===== config.mk =====
export PLATFORM = sky130hd
export DESIGN_NAME = chunked_body_decoder
export DESIGN_NICKNAME = d
export VERILOG_FILES = /design/src/sv/cbd_pkg.sv /design/src/sv/cbd_step.sv /design/src/sv/chunked_body_decoder.sv
export VERILOG_INCLUDE_DIRS = /design/src /design/src/sv
export SDC_FILE = /design/constraint.sdc
export NUM_CORES = 1
export LEC_CHECK = 0
export ABC_AREA = 1
export BUFFER_PORTS_ARGS = -buffer_cell sky130_fd_sc_hd__buf_2
export CORE_ASPECT_RATIO = 1.4
export CORE_MARGIN = 3
export CORE_UTILIZATION = 55
export DETAILED_ROUTE_END_ITERATION = 8
export PLACE_DENSITY = 0.76
export SLEW_MARGIN = 20
export SYNTH_ARGS = -nofsm -noshare
export SYNTH_HDL_FRONTEND = slang
export SYNTH_SLANG_ARGS = --single-unit

===== constraint.sdc =====
create_clock -name clk -period 2 [get_ports clk]
set_input_delay 0.3 -clock clk [delete_from_list [all_inputs] [get_ports clk]]
set_output_delay 0.3 -clock clk [all_outputs]
set_load 0.02 [all_outputs]

===== src/sv/chunked_body_decoder_macros.svh =====
// Assertion macros for the chunked body decoder RTL.
`ifndef CHUNKED_BODY_DECODER_MACROS_SVH
`define CHUNKED_BODY_DECODER_MACROS_SVH

// Condition holds at every edge outside reset.
`define CBD_ASSERT(lbl, cond) \
  lbl: assert property (@(posedge clk) disable iff (rst) (cond)) \
    else $error("cbd assertion failed");

// Antecedent at an edge implies consequent at the same edge.
`define CBD_ASSERT_IMP(lbl, ante, cons) \
  lbl: assert property (@(posedge clk) disable iff (rst) (ante) |-> (cons)) \
    else $error("cbd implication failed");

// Antecedent at an edge implies consequent at the next edge.
`define CBD_ASSERT_NXT(lbl, ante, cons) \
  lbl: assert property (@(posedge clk) disable iff (rst) (ante) |=> (cons)) \
    else $error("cbd next-cycle check failed");

`endif


===== src/sv/cbd_pkg.sv =====
// Types, codes and helpers for the chunked body decoder.
`timescale 1ns / 1ps
`default_nettype none
package cbd_pkg;

  localparam logic [7:0] CH_CR = 8'h0D;
  localparam logic [7:0] CH_LF = 8'h0A;

  localparam logic KIND_BYTE    = 1'b0;
  localparam logic KIND_RESTART = 1'b1;

  localparam logic [2:0] PH_SIZE    = 3'd0;
  localparam logic [2:0] PH_SIZE_LF = 3'd1;
  localparam logic [2:0] PH_DATA    = 3'd2;
  localparam logic [2:0] PH_DATA_CR = 3'd3;
  localparam logic [2:0] PH_DATA_LF = 3'd4;
  localparam logic [2:0] PH_DONE    = 3'd5;

  localparam logic [2:0] ERR_NONE  = 3'd0;
  localparam logic [2:0] ERR_CHAR  = 3'd1;
  localparam logic [2:0] ERR_EMPTY = 3'd2;
  localparam logic [2:0] ERR_OVF   = 3'd3;
  localparam logic [2:0] ERR_CRLF  = 3'd4;

  typedef struct packed {
    logic       kind;
    logic [7:0] data_byte;
  } in_item_t;

  typedef struct packed {
    logic [7:0] payload_byte;
    logic       payload_valid;
    logic       body_end;
    logic [2:0] error_code;
  } out_item_t;

  typedef struct packed {
    logic [2:0] phase;
    logic       digit_seen;
    logic [2:0] err;
  } cbd_ctrl_t;

  // {is_hex, value}
  function automatic logic [4:0] hex_digit(input logic [7:0] c);
    logic [4:0] r;
    r = 5'd0;
    if (c >= 8'h30 && c <= 8'h39) begin
      r = {1'b1, c[3:0]};
    end else if ((c >= 8'h61 && c <= 8'h66) || (c >= 8'h41 && c <= 8'h46)) begin
      r = {1'b1, c[3:0] + 4'd9};
    end
    return r;
  endfunction

endpackage
`default_nettype wire


===== src/sv/cbd_step.sv =====
// Per-byte next-state and result logic of the chunked body decoder.
`timescale 1ns / 1ps
`default_nettype none
module cbd_step import cbd_pkg::*; #(
  parameter int SIZE_BITS = 32
) (
  input  in_item_t               item,
  input  cbd_ctrl_t              ctrl,
  input  logic [SIZE_BITS-1:0]   count,
  output cbd_ctrl_t              ctrl_next,
  output logic [SIZE_BITS-1:0]   count_next,
  output out_item_t              result
);

  logic [4:0]           hx;
  logic [SIZE_BITS-1:0] count_dec;
  logic [7:0]           pay;
  logic                 pay_valid;

  assign hx        = hex_digit(item.data_byte);
  assign count_dec = count - {{(SIZE_BITS-1){1'b0}}, 1'b1};

  always_comb begin
    ctrl_next  = ctrl;
    count_next = count;
    pay        = 8'd0;
    pay_valid  = 1'b0;
    if (item.kind == KIND_RESTART) begin
      ctrl_next.phase      = PH_SIZE;
      ctrl_next.digit_seen = 1'b0;
      ctrl_next.err        = ERR_NONE;
      count_next           = '0;
    end else if (ctrl.err == ERR_NONE) begin
      case (ctrl.phase)
        PH_SIZE: begin
          if (item.data_byte == CH_CR) begin
            if (ctrl.digit_seen) ctrl_next.phase = PH_SIZE_LF;
            else ctrl_next.err = ERR_EMPTY;
          end else if (!hx[4]) begin
            ctrl_next.err = ERR_CHAR;
          end else if (count[SIZE_BITS-1 -: 4] != 4'd0) begin
            ctrl_next.err = ERR_OVF;
          end else begin
            count_next           = {count[SIZE_BITS-5:0], hx[3:0]};
            ctrl_next.digit_seen = 1'b1;
          end
        end
        PH_SIZE_LF: begin
          if (item.data_byte != CH_LF) begin
            ctrl_next.err = ERR_CHAR;
          end else begin
            ctrl_next.digit_seen = 1'b0;
            ctrl_next.phase      = (count == '0) ? PH_DONE : PH_DATA;
          end
        end
        PH_DATA: begin
          pay        = item.data_byte;
          pay_valid  = 1'b1;
          count_next = count_dec;
          if (count_dec == '0) ctrl_next.phase = PH_DATA_CR;
        end
        PH_DATA_CR: begin
          if (item.data_byte == CH_CR) ctrl_next.phase = PH_DATA_LF;
          else ctrl_next.err = ERR_CRLF;
        end
        PH_DATA_LF: begin
          if (item.data_byte == CH_LF) begin
            ctrl_next.phase      = PH_SIZE;
            ctrl_next.digit_seen = 1'b0;
            count_next           = '0;
          end else begin
            ctrl_next.err = ERR_CRLF;
          end
        end
        default: begin
          // ended (and unreachable codes): bytes ignored
        end
      endcase
    end
  end

  always_comb begin
    result.payload_byte  = pay;
    result.payload_valid = pay_valid;
    result.body_end      = (ctrl_next.err == ERR_NONE) && (ctrl_next.phase >= PH_DONE);
    result.error_code    = ctrl_next.err;
  end

endmodule
`default_nettype wire


===== src/sv/chunked_body_decoder.sv =====
// Chunked transfer body decoder: input register, step logic, result register.
// A request is taken into the input register; its result and the decoder state
//   are registered once the result register is free, and dec offers the result.
// Throughput: one request per cycle while dec is not stalled.
// Reset: rst (synchronous) empties both registers and returns the decoder
//   to reading a size line with no error; no clearing pass is needed.
`timescale 1ns / 1ps
`default_nettype none
`include "chunked_body_decoder_macros.svh"
module chunked_body_decoder import cbd_pkg::*; #(
  parameter int SIZE_BITS = 32
) (
  input  logic      clk,
  input  logic      rst,
  input  logic      body_valid,
  output logic      body_ready,
  input  in_item_t  body,
  output logic      dec_valid,
  input  logic      dec_ready,
  output out_item_t dec
);

  logic                 s1_valid;
  in_item_t             s1_item;
  cbd_ctrl_t            ctrl;
  logic [SIZE_BITS-1:0] count;
  cbd_ctrl_t            ctrl_next;
  logic [SIZE_BITS-1:0] count_next;
  out_item_t            step_result;
  logic                 advance;
  logic                 step_fire;

  assign advance    = !dec_valid || dec_ready;
  assign step_fire  = s1_valid && advance;
  assign body_ready = !s1_valid || advance;

  cbd_step #(.SIZE_BITS(SIZE_BITS)) u_step (
    .item       (s1_item),
    .ctrl       (ctrl),
    .count      (count),
    .ctrl_next  (ctrl_next),
    .count_next (count_next),
    .result     (step_result)
  );

  always_ff @(posedge clk) begin
    if (rst) begin
      s1_valid <= 1'b0;
    end else if (body_ready) begin
      s1_valid <= body_valid;
    end
  end

  always_ff @(posedge clk) begin
    if (body_ready && body_valid) begin
      s1_item <= body;
    end
  end

  always_ff @(posedge clk) begin
    if (rst) begin
      ctrl.phase      <= PH_SIZE;
      ctrl.digit_seen <= 1'b0;
      ctrl.err        <= ERR_NONE;
      count           <= '0;
    end else if (step_fire) begin
      ctrl  <= ctrl_next;
      count <= count_next;
    end
  end

  always_ff @(posedge clk) begin
    if (rst) begin
      dec_valid <= 1'b0;
    end else if (advance) begin
      dec_valid <= s1_valid;
    end
  end

  always_ff @(posedge clk) begin
    if (step_fire) begin
      dec <= step_result;
    end
  end

  `CBD_ASSERT_IMP(a_no_pay_at_end, dec_valid, !(dec.payload_valid && dec.body_end))
  `CBD_ASSERT_IMP(a_err_quiet, dec_valid && dec.error_code != ERR_NONE,
                  !dec.payload_valid && !dec.body_end)
  `CBD_ASSERT_IMP(a_data_count, ctrl.phase == PH_DATA, count != '0)
  `CBD_ASSERT_NXT(a_err_sticky,
                  ctrl.err != ERR_NONE && !(step_fire && s1_item.kind == KIND_RESTART),
                  ctrl.err == $past(ctrl.err))
  `CBD_ASSERT(a_err_range, ctrl.err <= ERR_CRLF)

endmodule
`default_nettype wire


-- Word level (Yosys, flattened, before mapping)
Cells that the tools add are included.
- register bits: 63
- bits of input ports: 13
- output and inout port bits: 15
- logic and storage cells: 91
- add/sub/neg operators: 2
- magnitude comparators: 7
- equal/unequal tests: 12
- multiplexer cells: 32
- bitwise gates (word level): 2
- reductions and logical operators: 24
- operator list (kind ; number):
    $mux 32 ; 6
    $pmux 32 s3 ; 1
    $logic_not 32->1 ; 2
    $mux 3 ; 12
    $sub 32x1->32 const B ; 1
    $eq 8x4->1 const B ; 2
    $ge 8x7->1 const B ; 2
    $le 8x7->1 const B ; 2
    $pmux 3 s5 ; 1
    $mux 7 ; 2
    $pmux 3 s4 ; 1
    $reduce_bool 4->1 ; 3
    $mux 5 ; 2
    $logic_not 3->1 ; 3
    $ne 3x3->1 const B ; 3
    $ge 8x6->1 const B ; 1
    $le 8x6->1 const B ; 1
    $mux 4 ; 2
    $ne 8x4->1 const B ; 1
    $reduce_and 8->1 ; 1
    $reduce_and 7->1 ; 1
    $eq 3x2->1 const B ; 2
    $logic_and 1x1->1 ; 6
    $ne 3x2->1 const B ; 2
    other kinds (12) ; 19

-- Logic depth before layout (Yosys ltp)
Gate-level depths: netlist of run 1.
- word-level depth: 12
- mapped depth: 18
- mapped depth without buffers: 18

-- Modules after synthesis
From an unflattened synthesis of run 1, not the netlist that was laid out.
- cell total of the unflattened synthesis: 904
- area total of the unflattened synthesis: 5391.4 µm²
- modules (own cells, without submodules) (module ; instances ; cells each ; area an instance (µm²) ; sequential area each (µm²)):
    cbd_step ; 1 ; 614 ; 2911.5 ; 0.0
    chunked_body_decoder ; 1 ; 290 ; 2479.9 ; 1481.4

-- Least setup slack after synthesis of run 1
No wires, ideal clock.
- kind: reg-to-reg
- start: register s1_item[0] (netlist name)
- end: register count[14]
- setup time: 69 ps
- arrival: 1927 ps
- path slack: 4 ps
- stages on the path, launching flop included: 12
- buffers on the path: 1
- cell sequence: edfxtp_1 -> inv_1 -> ha_1 -> nor3b_1 -> nor3b_1 -> nor2_1 -> nand2_1 -> o311ai_4 -> nor2_8 -> buf_4 -> nand2_1 -> a21oi_2
- word-level cells in the longest chain between the ends: 7
- ends and longest elaborated chain (element ; RTL line ; text):
    start: declaration ; chunked_body_decoder.sv:24 ; in_item_t s1_item;
    start signal: assignment ; chunked_body_decoder.sv:56 ; s1_item <= body;
    $ge 8x7->1 or $le 8x7->1 (tied branches) ; cbd_pkg.sv:49 ; end else if ((c >= 8'h61 && c <= 8'h66) || (c >= 8'h41 && c <= 8'h46)) begin
    $logic_and 1x1->1 ; cbd_pkg.sv:49 ;
    $logic_or 1x1->1 ; cbd_pkg.sv:49 ;
    $mux 5 ; cbd_pkg.sv:49 ;
    $mux 5 ; cbd_pkg.sv:47 ; if (c >= 8'h30 && c <= 8'h39) begin
    $ne 3x2->1 (no line) ; - ;
    $reduce_and 7->1 (no line) (*) ; - ;
    end signal: assignment ; chunked_body_decoder.sv:68 ; count <= count_next;
    end: declaration ; chunked_body_decoder.sv:26 ; logic [SIZE_BITS-1:0] count;
Every way passes the cells marked *; elsewhere a longest branch is shown, timed or not.
A chain may end at the register's enable or synchronous reset.

-- Worst setup path in the final report of run 1
- start: register s1_item[6] (netlist name)
- end: register count[6]
Same word-level chain as after synthesis.

==> metrics.cfg, run 1 <==
[status]
status = finished with violations
violations = negative setup slack

[setup_path]
crit_slowest_cell = edfxtp_1
end_kind = flip-flop
path_cells = inv_2 -> nand2_1 -> nor3_4 -> nand3_2 -> nand3_2 -> nand2_2 -> nor2_4 -> o311ai_4 -> buf_12 -> nor2_8 -> buf_12 -> nand2_1 -> a21oi_1
crit_arrival_ns = 2.51
max_stage_delay_ns = 0.44
required_ns = 2.29
cp-start-kind = flip-flop
critPathKind = reg2reg
critical_path.max_fanout = 15

[route]
drc = 0
wirelength_um = 15680
num_vias = 5049
ant_nets = 0
dr.pass1.iters = 7
viasPerCell = 5.837
drtIter0Drc = 452
wire_per_inst_um = 18.13

[synth]
yosysSeqAreaShare_pct = 35.49
synth_cells = 627
synth_cell_types = 36
syn_area_um2 = 4174
syn_area_per_cell_um2 = 6.657
synth_nets = 646
ys_seq_elements = 63
ys.warnings.count = 0

[layout]
diodes = 0
drive_gt1_share_pct = 38.18
fin_area_um2 = 5946
areaGrowthSynthToFinish_pct = 42.45
fillers = 455
final_cell_mix = nand2_1 (166), buf_4 (100), nor2_1 (72)
num-nets-final = 785
final_common_cell = nand2_1

[power]
p_total_mw = 4.103
irDropWorstVdd_v = 0.0005179
leakage_nw = 2.774
p_per_area_nw_per_um2 = 690.1

[timing]
min_period_ns = 2.222
rsz0062_at_grt = true
hold_viol = 0
tightest_slew_ns = 0.4425
fmax_ghz = 0.4501
min_period_over_period_pct = 111.1
slew_headroom_pct = 70.43
setup_viol = 40
drv_slew = 0
setup_ws_ns = -0.2216
finClkSkew_ns = 0.01226
fin_setup_tns_ns = -6.200

[floorplan]
die_h_um = 109.1
initial_utilization_pct = 58.28
fp-row-count = 36
die_w_um = 79.63
io_pins = 28
die_area_um2 = 8685
core_um2 = 7162

[global_routing]
grt_pass1_vias = 4841
track_usage_pct = 34.12
grt_max_degree = 26
grt-ovfl-total = 0
grt_first_pass_wirelength_um = 22580
antenna_found_initial = 0

[clock_tree]
insertion_delay_ns = 0.37
cts_buffer_depth = 2
cts_buffers = 9
htree_levels = 3
cts.sinks = 63
cts_root_buf = clkbuf_8
tritoncts = done
clkSlewWorstSetupHoldPaths_ns = 0.08

[placed_design]
placed_area_um2 = 5099
port_buffers = 27
hpwl_um = 9977
gp_congestion = 0.9909

[flow_run]
cap_viol_max_count = 0

[worst_hold_path]
hold_class = in2reg

[routing by layer]
layer	global-route usage, %	wire length [um]
met4	22.85	1023
met5	0	0
met1	34.08	5459
met2	63.08	8194
met3	6.198	1003
[registers in the layout, summed over array words and instances (netlist names)]
register	flops
s1_item	9
ctrl	7
s1_valid	1
dec_valid	1
dec	13
count	32
[power by group]
part | switching (mW) | internal (mW)
Sequential | 0.0460 | 1.37
Combinational | 0.892 | 0.663
Clock | 0.564 | 0.564
Total | 1.50 | 2.60
[kinds of logic after synthesis]
group	Yosys count	share of synthesized area, %
simple gates	351	35.82
xor+xnor	11	2.308
flops	63	35.49
buf+inv	93	9.232
fa+ha+maj	6	1.799
compound gates	103	15.35
[cell usage after synthesis]
| cell | count | area share [%] |
|---|---|---|
| a211oi_2 | 1 | 0.30 |
| a21oi_1 | 31 | 3.7 |
| a21oi_2 | 10 | 2.1 |
| a22o_1 | 1 | 0.21 |
| a22oi_1 | 6 | 1.1 |
| a31o_2 | 1 | 0.21 |
| a31oi_1 | 1 | 0.15 |
| buf_2 | 1 | 0.12 |
| buf_4 | 2 | 0.36 |
| buf_6 | 3 | 0.81 |
| clkbuf_1 | 9 | 0.81 |
| dfxtp_1 | 41 | 20 |
| edfxtp_1 | 22 | 16 |
| ha_1 | 6 | 1.8 |
| inv_1 | 66 | 5.9 |
| inv_2 | 10 | 0.90 |
| inv_4 | 2 | 0.30 |
| nand2_1 | 177 | 16 |
| nand2_2 | 10 | 1.5 |
| nand3_1 | 32 | 3.8 |
| nand3_4 | 1 | 0.42 |
| nand4_1 | 12 | 1.8 |
| nor2_1 | 102 | 9.2 |
| nor2_2 | 5 | 0.75 |
| nor2_8 | 2 | 0.96 |
| nor3_1 | 6 | 0.72 |
| nor3_2 | 1 | 0.24 |
| nor3b_1 | 2 | 0.36 |
| o2111ai_1 | 1 | 0.21 |
| o211ai_1 | 6 | 1.1 |
| o21ai_0 | 26 | 3.1 |
| o21ai_1 | 5 | 0.60 |
| o22ai_1 | 13 | 1.9 |
| o311ai_4 | 1 | 0.63 |
| or2_1 | 1 | 0.15 |
| xor2_1 | 11 | 2.3 |
[what timing repair did]
action	in CTS	in global routing
hold buffers	0	0
gates resized for setup	49	84
endpoints found under the setup margin	40	41
pin swaps	18	28
gates cloned	2	1
buffers inserted	10	7
[worst paths after layout]
path | start | end | slack [ns] | depth (start not counted)
setup / recovery | s1_item[6] | count[6] | -0.22 | 13
hold / removal | body[7] | s1_item[7] | 0.10 | 1
hold reg to reg | count[26] | count[26] | 0.53 | 2
setup reg to reg | s1_item[6] | count[6] | -0.22 | 13
[per-stage QoR]
stage | worst slack, ns | std cells | util (%) | hold WS, ns
2_1_floorplan | 0.003926 | 627 | - | 0.3989
3_3_place_gp | -0.2086 | 830 | 71.19 | 0.4769
3_5_place_dp | -0.2641 | 830 | 71.19 | 0.4784
4_1_cts | -0.1018 | 857 | 78.65 | 0.1011
5_1_grt | -0.2794 | 865 | 83.02 | 0.1011
6_report | -0.2216 | 865 | 83.02 | 0.1049
[cell type report]
| type | instances | area [um2] | share of cell area (%) |
|---|---|---|---|
| Clock buffer | 9 | 123.9 | 2.083 |
| Clock inverter | 6 | 62.56 | 1.052 |
| Inverter | 78 | 305.3 | 5.135 |
| Multi-Input combinational cell | 471 | 2704 | 45.48 |
| Sequential cell | 63 | 1491 | 25.08 |
| Tap cell | 95 | 118.9 | 1.999 |
| Timing Repair Buffer | 143 | 1140 | 19.17 |
[critical path: cells and delay by family, from the launching register on]
kind	cells	cell delay, ns
and+or+nand+nor	8	0.95
buffers and inverters	3	0.45
DFF	1	0.44
AOI/OAI and AO/OA	2	0.29
Note: power is estimated with default switching activity, not from simulation.
==> run 2, diff against run 1 <==
--- a/config.mk
+++ b/config.mk
@@ -8,11 +8,13 @@
 export LEC_CHECK = 0
 export ABC_AREA = 1
 export BUFFER_PORTS_ARGS = -buffer_cell sky130_fd_sc_hd__buf_2
+export CELL_PAD_IN_SITES_DETAIL_PLACEMENT = 0
+export CELL_PAD_IN_SITES_GLOBAL_PLACEMENT = 2
 export CORE_ASPECT_RATIO = 1.4
 export CORE_MARGIN = 3
-export CORE_UTILIZATION = 55
+export CORE_UTILIZATION = 31
 export DETAILED_ROUTE_END_ITERATION = 8
-export PLACE_DENSITY = 0.76
+export PLACE_DENSITY_LB_ADDON = 0.1
 export SLEW_MARGIN = 20
 export SYNTH_ARGS = -nofsm -noshare
 export SYNTH_HDL_FRONTEND = slang
==> metrics.cfg, run 2 (same netlist as run 1, synthesis figures left out) <==
[timing]
holdWs_ns = 0.1382
drv_slew = 0
rsz0062_at_grt = true
finClkSkew_ns = 0.007228
fin_setup_tns_ns = -3.211
fmax_ghz = 0.4688
min_period_ns = 2.133
setup_viol = 36
tightest_slew_ns = 0.4732
min_period_over_period_pct = 106.7
hold_viol = 0
setup_ws_ns = -0.1331
slew_headroom_pct = 68.38

[setup_path]
critPathKind = reg2reg
reg2reg_depth = 12
end_kind = flip-flop
required_ns = 2.21
crit_arrival_ns = 2.34
cp-start-kind = flip-flop
critical_path.max_fanout = 8

[worst_hold_path]
hold_class = in2reg
hold_path_depth = 1

[status]
status = finished with violations
violations = negative setup slack

[route]
ant_nets = 0
drc = 0
wire_per_inst_um = 16.13
num_vias = 4663
drtIter0Drc = 165
dr.pass1.iters = 6
wirelength_um = 15600
viasPerCell = 4.822

[layout]
final_common_cell = nand2_1
num-nets-final = 803
largest_reg_flops = 32
top_regs = count x32, dec x13, s1_item x9
areaGrowthSynthToFinish_pct = 55.34
final_util_pct = 49.88
drive_gt1_share_pct = 45.25
top_register = count
final_cell_mix = nand2_1 (144), buf_4 (118), nor2_1 (58)
diodes = 0

[clock_tree]
cts.sinks = 63
htree_levels = 3
tritoncts = done
cts_root_buf = clkbuf_16
cts_buffer_depth = 2
clkSlewWorstSetupHoldPaths_ns = 0.06
cts_buffers = 9
insertion_delay_ns = 0.34

[power]
p_sw_mw = 1.600
internal-power_mw = 3.060
leakage_nw = 2.997
pwr-share-clk_pct = 35.5
irDropWorstVdd_v = 0.0003934
p_per_area_nw_per_um2 = 718.8
p_total_mw = 4.660
comb_power_share_pct = 34.1
power_frac_seq_pct = 30.5
switching_share_pct = 34.33

[placed_design]
hpwl_um = 11560
port_buffers = 27
gp_congestion = 0.9065

[global_routing]
antenna_found_initial = 0
grt-ovfl-total = 0
track_usage_pct = 20.99
grt_max_degree = 26
grt_first_pass_wirelength_um = 24360
grt_pass1_vias = 4845

[floorplan]
die_w_um = 104.1
io_pins = 28
die_area_um2 = 14910
die_h_um = 143.3
core_um2 = 13000
fp-row-count = 49
initial_utilization_pct = 32.11

[flow_run]
cap_viol_max_count = 0

[run 2: changes by cell type in the layout (fill, tap and decap cells not counted), sizes merged]
| cell | before | now |
|---|---|---|
| clkinv | 3 | 2 |
| inv | 78 | 81 |
| buf | 141 | 160 |
| bufbuf | 1 | 0 |
| clkinvlp | 2 | 1 |
[run 2: power by group through the flow]
stage / clock network [mW] / registers (mW) / logic [mW]
4_1_cts: 1.71 / 1.42 / 1.46
5_1_grt: 1.75 / 1.42 / 1.74
3_5_place_dp: 0 / 1.44 / 1.31
2_1_floorplan: 0 / 1.45 / 0.691
3_3_place_gp: 0 / 1.44 / 1.32
6_report: 1.65 / 1.42 / 1.59
[run 2: worst max-delay path, stage by stage (launching register included)]
cell and delay (ns):
edfxtp_1 0.45, inv_2 0.10, ha_4 0.17, nor3b_4 0.14, nor3b_2 0.23, nor2_2 0.08
nand2_2 0.09, o311ai_4 0.17, buf_12 0.19, buf_12 0.14, buf_4 0.13, nand2_2 0.05
a21oi_2 0.05
[run 2: cell type report]
class,count,area (um2)
Multi-Input combinational cell,471,2875
Clock inverter,7,80.08
Inverter,78,305.3
Clock buffer,9,225.2
Fill cell,1351,6514
Sequential cell,63,1500
Timing Repair Buffer,161,1275
Tap cell,178,222.7
[run 2: per-stage QoR]
stage | instance area (um2) | setup slack (ns) | instances
after floorplan | 4174 | 0.003926 | 627
after global placement | 5368 | -0.2400 | 935
after detailed placement | 5368 | -0.2450 | 935
after CTS | 6073 | -0.07742 | 961
after global routing | 6484 | -0.2600 | 967
final | 6484 | -0.1331 | 967
[run 2: metal layers]
layer | share of wire, % | track usage (%) | up-vias
li1 | - | - | 2350
met1 | 38 | 21.19 | 2202
met2 | 55 | 41.69 | 73
met3 | 2.1 | 2.876 | 38
met4 | 4.4 | 10.92 | 0
met5 | 0 | 0 | -
[run 2: final timing paths]
check | startpoint | endpoint | slack (ns)
hold reg to reg | dec_valid | dec_valid | 0.51
hold / removal | body[7] | s1_item[7] | 0.14
setup reg to reg | s1_item[0] | count[7] | -0.13
setup / recovery | s1_item[0] | count[7] | -0.13
[run 2: what timing repair did]
item,in CTS,in global routing
setup endpoints to repair,40,41
setup buffers,8,6
pin swaps,24,53
resized for setup,87,100
gates cloned,2,1
hold buffers,0,0
==> run 3, diff against run 2 <==
--- a/config.mk
+++ b/config.mk
@@ -6,15 +6,14 @@
 export SDC_FILE = /design/constraint.sdc
 export NUM_CORES = 1
 export LEC_CHECK = 0
-export ABC_AREA = 1
 export BUFFER_PORTS_ARGS = -buffer_cell sky130_fd_sc_hd__buf_2
 export CELL_PAD_IN_SITES_DETAIL_PLACEMENT = 0
 export CELL_PAD_IN_SITES_GLOBAL_PLACEMENT = 2
 export CORE_ASPECT_RATIO = 1.4
 export CORE_MARGIN = 3
-export CORE_UTILIZATION = 31
+export CORE_UTILIZATION = 33
 export DETAILED_ROUTE_END_ITERATION = 8
-export PLACE_DENSITY_LB_ADDON = 0.1
+export PLACE_DENSITY_LB_ADDON = 0.3
 export SLEW_MARGIN = 20
 export SYNTH_ARGS = -nofsm -noshare
 export SYNTH_HDL_FRONTEND = slang
==> metrics.cfg, run 3 <==
[status]
status = finished with violations
violations = negative setup slack

[synth]
ys_top_cells_by_area = dfxtp_1 (20%), edfxtp_1 (16%), a21oi_1 (5.2%), o21ai_0 (4.5%), xnor2_1 (3.9%)
yosysSeqAreaShare_pct = 36.40
yosysTopAreaCellShare_pct = 20.17
syn_area_um2 = 4070
synth_nets = 517
synth_cell_types = 62
synth_cells = 498
ys_seq_elements = 63
syn_area_per_cell_um2 = 8.173
synth_flop_cell = dfxtp_1
async_flop_share_pct = 0
yosys.area.top_type = dfxtp_1
ys.warnings.count = 0
synth_edf_count = 22
yosysMostFrequentCell = a21oi_1
synthTopCellsByCount = a21oi_1 (42), dfxtp_1 (41), nand2_1 (40), nor2_1 (40)

[clock_tree]
cts_buffer_depth = 2
clkSlewWorstSetupHoldPaths_ns = 0.05
tritoncts = done
cts_root_buf = clkbuf_16
cts.sinks = 63
cts_buffers = 9
insertion_delay_ns = 0.33
hold_buffers = 0
htree_levels = 3

[setup_path]
required_ns = 2.27
reg2reg_slack_ns = -0.56
cp-start-kind = flip-flop
end_kind = flip-flop
reg2reg_depth = 7
rr_endpoint = count[25]
worstReg2RegStart = s1_item[7]
critPathKind = reg2reg
critical_path.max_fanout = 8
crit_arrival_ns = 2.83

[layout]
multiInputGateArea_um2 = 2790
areaGrowthSynthToFinish_pct = 48.26
top_regs = count x32, dec x13, s1_item x9
layoutNonFillerInstCount = 789
diodes = 0
fillers = 1137
seq_area_um2 = 1486
top_register = count
final_cell_mix = buf_4 (134), nand2_1 (39), dfxtp_1 (39)
fin_area_um2 = 6035
largest_reg_flops = 32
final_common_cell = buf_4
drive_gt1_share_pct = 39.10
num-nets-final = 656

[timing]
min_period_ns = 2.562
setup_viol = 43
rsz0062_at_grt = true
hold_viol = 0
finClkSkew_ns = 0.006391
tightest_slew_ns = 0.8225
slew_headroom_pct = 44.59
fmax_ghz = 0.3903
setup_ws_ns = -0.5624
min_period_over_period_pct = 128.1
drv_slew = 0

[power]
irDropWorstVdd_v = 0.0002727
leakage_nw = 2.457
p_total_mw = 3.415
p_per_area_nw_per_um2 = 565.9

[route]
drc = 0
ant_nets = 0
wire_per_inst_um = 18.08
viasPerCell = 5.597
num_vias = 4416
drtIter0Drc = 183
dr.pass1.iters = 4
wirelength_um = 14270

[global_routing]
grt_first_pass_wirelength_um = 23040
track_usage_pct = 21.55
grt-ovfl-total = 0
grt_max_degree = 30
antenna_found_initial = 0
grt_pass1_vias = 4499

[floorplan]
die_area_um2 = 13720
initial_utilization_pct = 34.09
die_h_um = 137.4
die_w_um = 99.86
core_um2 = 11940
io_pins = 28
fp-row-count = 47

[placed_design]
dp.cells = 761
placed_area_um2 = 5335
port_buffers = 27
hpwl_um = 10020
gp_congestion = 0.8360

[worst_hold_path]
worstHoldEndpoint = s1_item[6]
min-delay-start = body[6]
hold_path_depth = 1
hold_class = in2reg

[flow_run]
cap_viol_max_count = 0

-- run 3: cell types whose count changed in the layout (fill, tap and decap cells not counted), sizes merged, moves of 13 or more --
cell | before | now
nand2 | 187 | 40
inv | 81 | 8
nor2 | 109 | 40
xnor2 | 0 | 18
nand3 | 33 | 16
or4 | 0 | 17
nor4 | 0 | 13
-- run 3: through the flow --
| step | TNS (ns) | hold slack [ns] | worst slack, ns | util [%] |
|---|---|---|---|---|
| after global placement | -18.87 | 0.4742 | -0.5977 | 44.69 |
| after CTS | -17.14 | 0.1249 | -0.5383 | 49.60 |
| after floorplan | -18.26 | 0.3989 | -0.6310 | - |
| after detailed placement | -20.71 | 0.4786 | -0.6733 | 44.69 |
| final | -18.17 | 0.1401 | -0.5624 | 50.55 |
| after global routing | -22.92 | 0.1241 | -0.6588 | 50.55 |
-- run 3: worst max-delay path, cell delays in order (launching register included) --
cell	delay (ns)
edfxtp_1	0.39
or4b_4	0.56
nand2b_4	0.16
o21ba_4	0.19
o311a_4	0.35
o21ba_4	0.27
or4_4	0.43
a21oi_2	0.13
-- run 3: cell type report --
cell class	count	share of cell area, %
clock inverters	4	0.7672
well taps	147	3.048
inverters	8	0.5391
multi-input cells	386	46.24
repair buffers	169	20.69
flip-flops and latches	63	24.63
clock buffers	12	4.085
-- run 3: kinds of logic after synthesis --
logic type	Yosys count	share of synthesized area (%)
buffers and inverters	51	5.134
flip-flops	63	36.40
XOR/XNOR	27	5.810
adder cells (fa/ha/maj)	6	1.844
multiplexers	1	0.2459
AO/OA/AOI/OAI	146	23.39
AND/OR/NAND/NOR	204	27.18
-- run 3: timing repair --
action / in CTS / in global routing
pin swaps: 26 / 7
gates resized for setup: 49 / 19
gates cloned: 2 / 0
setup buffers: 7 / 3
endpoints found under the setup margin: 43 / 43
-- run 3: how the worst max path moves through the flow --
| stage | startpoint | to | slack (ns) | cells past startpoint |
|---|---|---|---|---|
| after detailed placement | s1_item[4] | count[25] | -0.67 | 7 |
| after global routing | s1_item[7] | count[14] | -0.66 | 7 |
| final | s1_item[7] | count[25] | -0.56 | 7 |
| after CTS | s1_item[7] | count[14] | -0.54 | 7 |
| after floorplan | s1_item[0] | count[25] | -0.63 | 10 |
| after global placement | s1_item[4] | count[25] | -0.60 | 7 |
-- run 3: routing by layer --
layer | share of wire (%) | vias to the layer above | wire length [um] | GRT usage, %
li1 | - | 2147 | - | -
met1 | 41 | 2151 | 5915 | 25.03
met2 | 52 | 81 | 7380 | 38.01
met3 | 3.0 | 37 | 435 | 3.546
met4 | 3.7 | 0 | 535 | 10.63
met5 | 0 | - | 0 | 0
-- run 3: power by group --
part	switching (mW)	total [mW]	internal (mW)	leakage, nW
combinational	0.270	0.483	0.213	1.77
sequential	0.0154	1.37	1.35	0.545
clock	0.572	1.57	0.993	0.140
